===== src/sv/hrlp_pkg.sv =====
// ----------------------------------------------------------------------------
// HTTP request-line parser package
// Phase and status codes, method prefix table and match result type.
// ----------------------------------------------------------------------------
package hrlp_pkg;

   typedef enum logic [1:0] {
      PH_METHOD  = 2'd0,
      PH_URI     = 2'd1,
      PH_SWALLOW = 2'd2
   } phase_type;

   typedef enum logic [2:0] {
      ST_OK         = 3'd0,
      ST_BAD_METHOD = 3'd1,
      ST_EMPTY      = 3'd2,
      ST_NO_SPACE   = 3'd3,
      ST_TOO_LONG   = 3'd4
   } status_type;

   localparam logic [1:0] METHOD_NONE = 2'd3;
   localparam logic       KIND_URI    = 1'b0;
   localparam logic       KIND_DONE   = 1'b1;

   localparam int NUM_PREFIX = 6;
   localparam int PREFIX_MAX = 5;

   localparam logic [NUM_PREFIX-1:0] MASK_ALL = 6'h3F;
   localparam logic [7:0] SPACE_CHAR = 8'h20;
   localparam logic [7:0] NUL_CHAR   = 8'h00;

   // GET, get, POST, post, HEAD, head
   localparam logic [7:0] PREFIX_TEXT [NUM_PREFIX][PREFIX_MAX] = '{
      '{8'h47, 8'h45, 8'h54, 8'h20, 8'h00},
      '{8'h67, 8'h65, 8'h74, 8'h20, 8'h00},
      '{8'h50, 8'h4F, 8'h53, 8'h54, 8'h20},
      '{8'h70, 8'h6F, 8'h73, 8'h74, 8'h20},
      '{8'h48, 8'h45, 8'h41, 8'h44, 8'h20},
      '{8'h68, 8'h65, 8'h61, 8'h64, 8'h20}
   };

   localparam logic [2:0] PREFIX_LEN [NUM_PREFIX] = '{
      3'd4, 3'd4, 3'd5, 3'd5, 3'd5, 3'd5
   };

   typedef struct packed {
      logic                  done;
      logic [1:0]            method;
      logic [NUM_PREFIX-1:0] next_mask;
   } match_type;

endpackage


===== src/sv/hrlp_match.sv =====
// ----------------------------------------------------------------------------
// HTTP request-line parser: method prefix matcher
// Compares one byte against the live prefixes (of six) at the current position.
// ----------------------------------------------------------------------------
module hrlp_match (
   input  logic [2:0]                      position,
   input  logic [hrlp_pkg::NUM_PREFIX-1:0] live_mask,
   input  logic [7:0]                      data_byte,
   output hrlp_pkg::match_type             result
);
   import hrlp_pkg::*;

   always_comb begin
      result.done      = 1'b0;
      result.method    = METHOD_NONE;
      result.next_mask = '0;
      for (int c = 0; c < NUM_PREFIX; c++) begin
         if (live_mask[c] && (position < PREFIX_LEN[c]) &&
             (PREFIX_TEXT[c][position] == data_byte)) begin
            if (position + 3'd1 == PREFIX_LEN[c]) begin
               result.done   = 1'b1;
               result.method = 2'(c >> 1);
            end else begin
               result.next_mask[c] = 1'b1;
            end
         end
      end
   end

endmodule


===== src/sv/http_request_line_parser.sv =====
// ----------------------------------------------------------------------------
// HTTP request-line parser
// Streams the URI of a request and reports method, length and status.
// ----------------------------------------------------------------------------
// Request bytes enter on the req_ channel, one per transfer, with req_is_last
// on the final byte of a buffer. The method prefix (GET, POST, HEAD, each all
// upper or all lower case) is consumed silently; each URI byte before the
// first space, NUL, length limit or final byte leaves on the rsp_ channel as
// a URI item, then exactly one done item carries method, length and status.
// After it, bytes are dropped up to the final byte; a fresh request follows.
// Each accepted byte updates the parse state and, if it yields an item, loads
// the output register, so results appear in the cycle after the input transfer.
// One byte is taken every cycle while req_stall is low; the single output
// register sets that figure, freeing itself in the same cycle it is read.
// While rsp_stall holds a waiting item, req_stall is raised and input holds.
// Reset returns the parser to method matching with no item pending.
// ----------------------------------------------------------------------------
module http_request_line_parser #(
   parameter int MAX_URI_LEN = 255
) (
   input  logic       clock,
   input  logic       reset,
   input  logic       req_valid,
   output logic       req_stall,
   input  logic [7:0] req_data_byte,
   input  logic       req_is_last,
   output logic       rsp_valid,
   input  logic       rsp_stall,
   output logic       rsp_item_kind,
   output logic [7:0] rsp_uri_byte,
   output logic [1:0] rsp_method_code,
   output logic [7:0] rsp_uri_length,
   output logic [2:0] rsp_parse_status
);
   import hrlp_pkg::*;

   localparam logic [7:0] URI_LIMIT = (MAX_URI_LEN > 255) ? 8'd255 : 8'(MAX_URI_LEN);

   phase_type             phase_ff, phase_in;
   logic [2:0]            pos_ff, pos_in;
   logic [NUM_PREFIX-1:0] mask_ff, mask_in;
   logic [7:0]            count_ff, count_in;
   logic [1:0]            method_ff, method_in;

   logic       rsp_valid_ff, rsp_valid_in;
   logic       kind_ff;
   logic [7:0] byte_ff;
   logic [1:0] method_out_ff;
   logic [7:0] length_ff;
   status_type status_ff;

   logic       req_accept;
   logic       finish;
   logic       emit_uri;
   status_type status;
   logic [1:0] out_method;
   logic [7:0] out_length;
   match_type  match;

   assign req_stall  = rsp_valid_ff && rsp_stall;
   assign req_accept = req_valid && !req_stall;

   hrlp_match u_match (
      .position  (pos_ff),
      .live_mask (mask_ff),
      .data_byte (req_data_byte),
      .result    (match)
   );

   always_comb begin
      phase_in   = phase_ff;
      pos_in     = pos_ff;
      mask_in    = mask_ff;
      count_in   = count_ff;
      method_in  = method_ff;
      finish     = 1'b0;
      emit_uri   = 1'b0;
      status     = ST_OK;
      out_method = method_ff;
      out_length = count_ff;
      if (req_accept) begin
         case (phase_ff)
            PH_METHOD: begin
               if (match.done) begin
                  method_in = match.method;
                  phase_in  = PH_URI;
                  count_in  = '0;
                  if (req_is_last) begin
                     finish = 1'b1;
                     status = ST_NO_SPACE;
                  end
               end else begin
                  mask_in = match.next_mask;
                  pos_in  = pos_ff + 3'd1;
                  if ((match.next_mask == '0) || req_is_last) begin
                     method_in = METHOD_NONE;
                     count_in  = '0;
                     finish    = 1'b1;
                     status    = ST_BAD_METHOD;
                  end
               end
            end
            PH_URI: begin
               if (req_data_byte == SPACE_CHAR) begin
                  finish = 1'b1;
                  status = (count_ff == '0) ? ST_EMPTY : ST_OK;
               end else if (req_data_byte == NUL_CHAR) begin
                  finish = 1'b1;
                  status = ST_NO_SPACE;
               end else if (count_ff >= URI_LIMIT) begin
                  finish = 1'b1;
                  status = ST_TOO_LONG;
               end else if (req_is_last) begin
                  finish = 1'b1;
                  status = ST_NO_SPACE;
               end else begin
                  count_in = count_ff + 8'd1;
                  emit_uri = 1'b1;
               end
            end
            default: begin
               if (req_is_last) begin
                  phase_in  = PH_METHOD;
                  pos_in    = '0;
                  mask_in   = MASK_ALL;
                  count_in  = '0;
                  method_in = METHOD_NONE;
               end
            end
         endcase
         out_method = method_in;
         out_length = count_in;
         if (finish) begin
            if (req_is_last) begin
               phase_in  = PH_METHOD;
               pos_in    = '0;
               mask_in   = MASK_ALL;
               count_in  = '0;
               method_in = METHOD_NONE;
            end else begin
               phase_in = PH_SWALLOW;
            end
         end
      end
   end

   always_comb begin
      if (finish || emit_uri) begin
         rsp_valid_in = 1'b1;
      end else if (rsp_stall) begin
         rsp_valid_in = rsp_valid_ff;
      end else begin
         rsp_valid_in = 1'b0;
      end
   end

   always_ff @(posedge clock) begin
      if (reset) begin
         phase_ff     <= PH_METHOD;
         pos_ff       <= '0;
         mask_ff      <= MASK_ALL;
         count_ff     <= '0;
         method_ff    <= METHOD_NONE;
         rsp_valid_ff <= 1'b0;
      end else begin
         phase_ff     <= phase_in;
         pos_ff       <= pos_in;
         mask_ff      <= mask_in;
         count_ff     <= count_in;
         method_ff    <= method_in;
         rsp_valid_ff <= rsp_valid_in;
      end
   end

   always_ff @(posedge clock) begin
      if (finish || emit_uri) begin
         kind_ff       <= finish ? KIND_DONE : KIND_URI;
         byte_ff       <= finish ? 8'd0 : req_data_byte;
         method_out_ff <= out_method;
         length_ff     <= out_length;
         status_ff     <= status;
      end
   end

   assign rsp_valid        = rsp_valid_ff;
   assign rsp_item_kind    = kind_ff;
   assign rsp_uri_byte     = byte_ff;
   assign rsp_method_code  = method_out_ff;
   assign rsp_uri_length   = length_ff;
   assign rsp_parse_status = status_ff;

   a_uri_item_has_method: assert property (@(posedge clock) disable iff (reset)
      (rsp_valid && rsp_item_kind == KIND_URI) |->
         (rsp_method_code != METHOD_NONE && rsp_parse_status == ST_OK &&
          rsp_uri_length != 8'd0))
      else $error("URI item without method or with non-zero status");

   a_no_method_is_bad: assert property (@(posedge clock) disable iff (reset)
      (rsp_valid && rsp_item_kind == KIND_DONE && rsp_method_code == METHOD_NONE) |->
         (rsp_parse_status == ST_BAD_METHOD && rsp_uri_length == 8'd0))
      else $error("done item without method must report bad method");

   a_length_limit: assert property (@(posedge clock) disable iff (reset)
      rsp_valid |-> (rsp_uri_length <= URI_LIMIT))
      else $error("URI length beyond limit");

   a_uri_phase_has_method: assert property (@(posedge clock) disable iff (reset)
      (phase_ff == PH_URI) |-> (method_ff != METHOD_NONE))
      else $error("URI phase without a matched method");

   a_swallow_after_done: assert property (@(posedge clock) disable iff (reset)
      (req_accept && finish && !req_is_last) |=> (phase_ff == PH_SWALLOW))
      else $error("done item not followed by swallow phase");

endmodule


===== config.mk =====
export PLATFORM = sky130hd
export DESIGN_NAME = http_request_line_parser
export DESIGN_NICKNAME = d
export VERILOG_FILES = /design/src/sv/hrlp_pkg.sv /design/src/sv/hrlp_match.sv /design/src/sv/http_request_line_parser.sv
export SDC_FILE = /design/constraint.sdc
export NUM_CORES = 1
export LEC_CHECK = 0
export BUFFER_PORTS_ARGS = -buffer_cell sky130_fd_sc_hd__buf_2
export CORE_MARGIN = 1.5
export CORE_UTILIZATION = 60
export CTS_CLUSTER_DIAMETER = 120
export DETAILED_ROUTE_END_ITERATION = 16
export PLACE_DENSITY = 0.83
export SLEW_MARGIN = 25
export SYNTH_ARGS = -nofsm -noshare
export SYNTH_HDL_FRONTEND = slang
export SYNTH_SLANG_ARGS = --single-unit

===== constraint.sdc =====
create_clock -name clock -period 6 [get_ports clock]
set_input_delay 1.2 -clock clock [delete_from_list [all_inputs] [get_ports clock]]
set_output_delay 1.2 -clock clock [all_outputs]
set_load 0.01 [all_outputs]

# Word-level counts from Yosys, hierarchy flattened
# Memory sizes are Yosys's and may differ from the RTL's.
# Cells that the tools add are included.
[op_classes]
n_addsub = 2
n_lt_le_gt_ge = 4
eq_ne = 13
mux = 90
n_bitwise = 1
reduce_logical = 23
[ops]
columns = ["cell", "count"]
rows = [
  ["8-bit two-way mux", 22],
  ["3-bit two-way mux", 19],
  ["8-bit equality test", 6],
  ["1-bit two-way mux", 25],
  ["2-bit two-way mux", 12],
  ["6-bit two-way mux", 4],
  ["8-bit zero test", 2],
  ["8-bit case mux with 2 select lines", 1],
  ["1-bit logical AND", 14],
  ["3-bit case mux with 2 select lines", 2],
  ["6-bit case mux with 2 select lines", 1],
  ["8-bit by 1-bit adder with 8-bit output, second input constant", 1],
  ["8-bit by 6-bit equality test with 1-bit output, second input constant", 1],
  ["8-bit greater-or-equal comparator, second input constant", 1],
  ["2-bit case mux with 2 select lines", 2],
  ["3-bit equality test, second input constant", 2],
  ["6-bit zero test", 1],
  ["3-bit less-than comparator, second input constant", 2],
  ["4-bit greater-or-equal comparator, second input constant", 1],
  ["4-bit two-way mux", 1],
  ["3-bit NOT with 4-bit output", 1],
  ["4-bit AND reduction", 1],
  ["3-bit by 1-bit adder with 3-bit output, second input constant", 1],
  ["3-bit inequality test, second input constant", 1],
  ["other kinds (8)", 9],
]
[word_totals]
ff_bits = 44
rom_bits = 384
in_bits = 13
wordCells = 150
memories = 6
[mem_list]
columns = ["name", "depth", "word_bits", "read_ports", "rd_ports_with_merged_regs", "wr", "line_no", "source"]
rows = [
  ["(name not given)", 8, 8, 1, 0, 0, "hrlp_match.sv:19", "(PREFIX_TEXT[c][position] == data_byte)) begin"],
  ["(name not given)", 8, 8, 1, 0, 0, "hrlp_match.sv:19", ""],
  ["(name not given)", 8, 8, 1, 0, 0, "hrlp_match.sv:19", ""],
  ["(name not given)", 8, 8, 1, 0, 0, "hrlp_match.sv:19", ""],
  ["(name not given)", 8, 8, 1, 0, 0, "hrlp_match.sv:19", ""],
  ["(name not given)", 8, 8, 1, 0, 0, "hrlp_match.sv:19", ""],
]

# Logic depth before layout (Yosys ltp)
[depth]
depth_word = 26
depth_mapped = 10
ltp_nobuf = 10

# Cells and area by module
# From an unflattened synthesis, not the netlist that was laid out.
[unflattened]
hier_cells = 312
area_unflattened_um2 = 2862.7
[by_module_without_submodules]
columns = ["module", "n_inst", "cells_per_inst", "area_per_inst_um2", "seq_area_each_um2"]
rows = [
  ["http_request_line_parser", 1, 226, 2220.9, 1101.1],
  ["hrlp_match", 1, 86, 641.9, 0.0],
]

# Worst setup path before layout
# No wires, ideal clock.
[synth_path]
kind = "input port to flip-flop"
start = "input req_data_byte[5]"
end = "register kind_ff, in the netlist rsp_item_kind, enable pin"
setup_time_ns = 0.408
arrival_ns = 3.690
required_time_ns = 5.592
slack_ns = 1.901
stages = 8
path_buffers = 1
path_cell_list = "buf_4 nor4bb_1 o21ai_0 a211oi_1 o21ai_0 nand4_1 a21boi_0 a21oi_1"
[synth_via]
elab_chain_cells = 18
[synth_lines]
columns = ["element", "line_no", "source"]
rows = [
  ["start: declaration", "http_request_line_parser.sv:25", "input logic [7:0] req_data_byte,"],
  ["8-bit equality test", "hrlp_match.sv:19", ""],
  ["1-bit logical AND", "hrlp_match.sv:18", "if (live_mask[c] && (position < PREFIX_LEN[c]) &&"],
  ["3-bit two-way mux", "hrlp_match.sv:18", ""],
  ["3-bit two-way mux", "hrlp_match.sv:20", "if (position + 3'd1 == PREFIX_LEN[c]) begin"],
  ["3-bit two-way mux", "hrlp_match.sv:18", ""],
  ["3-bit two-way mux", "hrlp_match.sv:20", ""],
  ["3-bit two-way mux", "hrlp_match.sv:18", ""],
  ["3-bit two-way mux", "hrlp_match.sv:20", ""],
  ["3-bit two-way mux", "hrlp_match.sv:18", ""],
  ["3-bit two-way mux", "hrlp_match.sv:20", ""],
  ["3-bit two-way mux", "hrlp_match.sv:18", ""],
  ["3-bit two-way mux", "hrlp_match.sv:20", ""],
  ["4-bit two-way mux", "hrlp_match.sv:18", ""],
  ["1-bit two-way mux", "http_request_line_parser.sv:84", "if (match.done) begin"],
  ["1-bit case mux with 2 select lines", "http_request_line_parser.sv:82", "case (phase_ff)"],
  ["1-bit two-way mux (2 in series)", "http_request_line_parser.sv:81", "if (req_accept) begin"],
  ["1-bit logical OR *", "http_request_line_parser.sv:176", "if (finish || emit_uri) begin"],
  ["end signal: assignment", "http_request_line_parser.sv:177", "kind_ff <= finish ? KIND_DONE : KIND_URI;"],
  ["end: declaration", "http_request_line_parser.sv:46", "logic kind_ff;"],
]
# Mark *: on every way between the ends. The rest lies on a longest branch, timed or not. The select of a mux whose other input is x is not followed.
# A chain may end at the register's enable or synchronous reset.

# Final worst setup path
[layout_path]
start = "register pos_ff[0]"
end = "register byte_ff[6], in the netlist rsp_uri_byte[6], enable pin"
[layout_via]
elab_chain_cells = 22
[layout_lines]
columns = ["element", "line_no", "source"]
rows = [
  ["start: declaration", "http_request_line_parser.sv:40", "logic [2:0] pos_ff, pos_in;"],
  ["start signal: assignment", "http_request_line_parser.sv:167", "pos_ff <= pos_in;"],
  ["3-bit NOT with 4-bit output (implied by the code)", "hrlp_match.sv:19", ""],
  ["memory 8 x 8 bit", "n/a", ""],
  ["8-bit two-way mux (implied by the code) (2 in series)", "hrlp_match.sv:19", ""],
  ["8-bit equality test", "hrlp_match.sv:19", ""],
  ["1-bit logical AND", "hrlp_match.sv:18", ""],
  ["3-bit two-way mux", "hrlp_match.sv:18", ""],
  ["3-bit two-way mux", "hrlp_match.sv:20", ""],
  ["3-bit two-way mux", "hrlp_match.sv:18", ""],
  ["(+4 left out)", "n/a", ""],
  ["3-bit two-way mux", "hrlp_match.sv:20", ""],
  ["3-bit two-way mux", "hrlp_match.sv:18", ""],
  ["3-bit two-way mux", "hrlp_match.sv:20", ""],
  ["4-bit two-way mux", "hrlp_match.sv:18", ""],
  ["1-bit two-way mux *", "http_request_line_parser.sv:84", ""],
  ["1-bit case mux with 2 select lines *", "http_request_line_parser.sv:82", ""],
  ["1-bit two-way mux * (2 in series)", "http_request_line_parser.sv:81", ""],
  ["1-bit logical OR *", "http_request_line_parser.sv:176", ""],
  ["end signal: assignment", "http_request_line_parser.sv:178", "byte_ff <= finish ? 8'd0 : req_data_byte;"],
  ["end: declaration", "http_request_line_parser.sv:47", "logic [7:0] byte_ff;"],
]
# Marks and branches as above.

==> results.yml <==
sta:
  setup_viol: 0
  fmax_ghz: 0.2704
  tns_ns: 0
  final_max_slew_viol_count: 0
  hold_violations: 0
  fin_crit_sh: 0.6164
  fin_skew_ns: 0.01409
  period_minus_slack_ns: 3.698
  slew_headroom: 0.3021
  worstMarginPinSlew_ns: 1.047
  rsz0062_at_grt: "false"
die:
  start_util: 0.6163
  die_area_um2: 4850
  pin_count: 37
  num_rows: 24
  die_h_um: 69.65
  core_um2: 4324
  fp.dieW_um: 69.65
setup_path:
  worst-path-max-fanout: 22
  cp-start-kind: "register"
  r2r_end: "rsp_uri_byte[6]"
  crit_start: "pos_ff[0]"
  crit_path_end: "rsp_uri_byte[6]"
  critPathSlowestCell: "dfxtp_1"
  critPathTopFamily: "simple AND/OR/NAND/NOR gates"
  r2r-start: "pos_ff[0]"
  slowest_delay_ns: 0.61
  reg2reg_slack_ns: 2.30
  crit_buf_inv: 1
  worstPathRequired_ns: 5.98
  rr_worst_depth: 9
  crit_chain: "inv_1 > ha_1 > or2_0 > a211o_1 > and2_2 > or4_1 > nand4_1 > a21boi_0 > a21oi_4"
  cp.depth: 9
  critPathArrivalTime_ns: 3.68
  worst_setup_path_end_kind: "register"
  crit_type: "reg -> reg"
pwr:
  p_leak_uw: 0.001113
  ir_drop_uv: 118.3
  power.density_nw_per_um2: 223.4
synth:
  synth_cell_types: 65
  synthesis.nets: 323
  synth.avg_cell_area_um2: 8.913
  synth_ff_type: "edfxtp_1"
  ys_seq_elements: 44
  synth_edf_count: 22
  syn_inst: 299
  yosysSeqAreaShare: 0.4131
  async_flop_share: 0
  synth_warnings: 0
  netlist_area_um2: 2665
placement:
  io_buffers: 36
  dp_cells: 374
  gp_congestion: 0.9556
  hpwl_um: 4820
job:
  max-cap-violations: 0
cts:
  cts_max_path_buffers: 2
  post_cts_buffers: 0
  cts_buffers: 5
  postCtsHoldBufs: 0
  ctsResizeCount: 0
  cts_root_buffer: "clkbuf_8"
  path_clk_slew_ns: 0.08
  cts_max_level: 2
  cts_tree: "done"
  clock_latency_ns: 0.30
  cts.sinks: 44
drt:
  vias: 2536
  drtPass1Iterations: 6
  routed_wl_um: 6763
  final_antenna_net_count: 0
  wl_per_cell_um: 17.70
  drc: 0
  drtIter0Drc: 278
  viasPerCell: 6.639
global_route:
  grt_use_total: 0.2812
  grt_pass1_vias: 2305
  grt-ovfl-total: 0
  grt_max_degree: 23
  antenna_found_initial: 0
  grt_pass1_wl_um: 11040
cells_and_area:
  nets: 353
  nFillCells: 355
  multi_input_area_um2: 1481
  final_util: 0.6852
  final_common_cell: "buf_2"
  diodes: 0
  regArea_um2: 1101
  area_growth_pct: 11.17
  drive_above_1_share: 0.1606
  stdcell_count: 382
  layout_common_cells: "buf_2, nand2_1, o21ai_0"
status:
  status: "completed"
min_path:
  hp-class: "reg -> reg"
-- layout make-up --
type / count / area share
Clock buffer: 8 / 0.03421
Inverter: 9 / 0.01140
Multi-Input combinational cell: 233 / 0.5000
Sequential cell: 44 / 0.3716
Tap cell: 52 / 0.02196
Timing Repair Buffer: 36 / 0.06081
-- state kept, by name (all words and copies together) (netlist names) --
register,cells
rsp_valid,1
rsp_parse_status,3
rsp_method_code,2
count_ff,8
pos_ff,3
mask_ff,6
rsp_uri_length,8
phase_ff,2
rsp_uri_byte,8
rsp_item_kind,1
method_ff,2
-- worst min path at each step --
stage | startpoint | end | slack, ns | cells after the start
4_1_cts | mask_ff[1] | mask_ff[1] | 0.47 | 2
5_1_grt | mask_ff[1] | mask_ff[1] | 0.52 | 2
3_3_place_gp | mask_ff[1] | mask_ff[1] | 0.46 | 2
3_5_place_dp | mask_ff[1] | mask_ff[1] | 0.46 | 2
6_report | mask_ff[1] | mask_ff[1] | 0.47 | 2
2_1_floorplan | mask_ff[1] | mask_ff[1] | 0.44 | 2
-- where the power goes --
| group | internal [uW] | total, uW | switching (uW) | leakage, uW |
|---|---|---|---|---|
| combinational | 38.3 | 111 | 72.3 | 0.000669 |
| sequential | 335 | 345 | 10.4 | 0.000393 |
| clock | 108 | 206 | 98.6 | 0.0000506 |
| total | 481 | 662 | 181 | 0.00111 |
-- logic make-up (layout without fill, tap and decap cells) --
logic type	count (synthesis)	count (layout)	synth area share
and+or+nand+nor	126	126	0.2507
AOI/OAI and AO/OA	85	85	0.2122
DFF	44	44	0.4131
buffers and inverters	22	53	0.03521
adders and majority gates	11	11	0.05164
xor gates and xnor gates	9	9	0.02958
muxes	2	2	0.007512
-- worst reg2reg max path, stage by stage, from the launching register on --
cell and delay [ns]:
dfxtp_1 0.61, inv_1 0.17, ha_1 0.32, or2_0 0.23
a211o_1 0.31, and2_2 0.20, or4_1 0.56, nand4_1 0.17
a21boi_0 0.50, a21oi_4 0.31
-- synth_stat cells, drive strengths merged (2+ instances only) --
master,count,area share
nand2,29,0.041
o21ai,26,0.049
nor2,23,0.032
dfxtp,22,0.17
edfxtp,22,0.25
a21oi,16,0.030
clkbuf,11,0.015
ha,11,0.052
nand3,11,0.021
nor2b,11,0.026
inv,8,0.011
nor3,8,0.015
and2,6,0.015
nor4,6,0.016
o211ai,6,0.017
a31oi,5,0.012
nand4,5,0.012
xnor2,5,0.016
and3,4,0.0099
nand2b,4,0.0094
or2,4,0.010
or3,4,0.0094
xor2,4,0.013
a31o,3,0.0099
nand3b,3,0.0085
o21a,3,0.0085
a211oi,2,0.0056
a22oi,2,0.0056
a2bb2oi,2,0.0066
and4,2,0.0066
buf,2,0.0070
mux2i,2,0.0075
o211a,2,0.0075
or4,2,0.0056
-- routing by layer --
layer	GRT usage	up-vias	wire, um	part of all wire
li1	-	1174	-	-
met1	0.3792	1176	2804	0.41
met2	0.4444	166	3082	0.46
met3	0.06831	20	736	0.11
met4	0.09829	0	140	0.021
met5	0	-	0	0
-- stage by stage --
stage / area, um2 / hold WS (ns) / total power [uW] / setup slack (ns)
after floorplan: 2665 / 0.4402 / 423.8 / 1.901
after global placement: 2854 / 0.4627 / 455.3 / 2.013
after detailed placement: 2861 / 0.4584 / 459.0 / 2.074
after CTS: 2963 / 0.4712 / 661.8 / 2.357
after global routing: 2963 / 0.5211 / 684.7 / 2.057
final: 2963 / 0.4707 / 662.0 / 2.302
(Power assumes the default switching activity.)
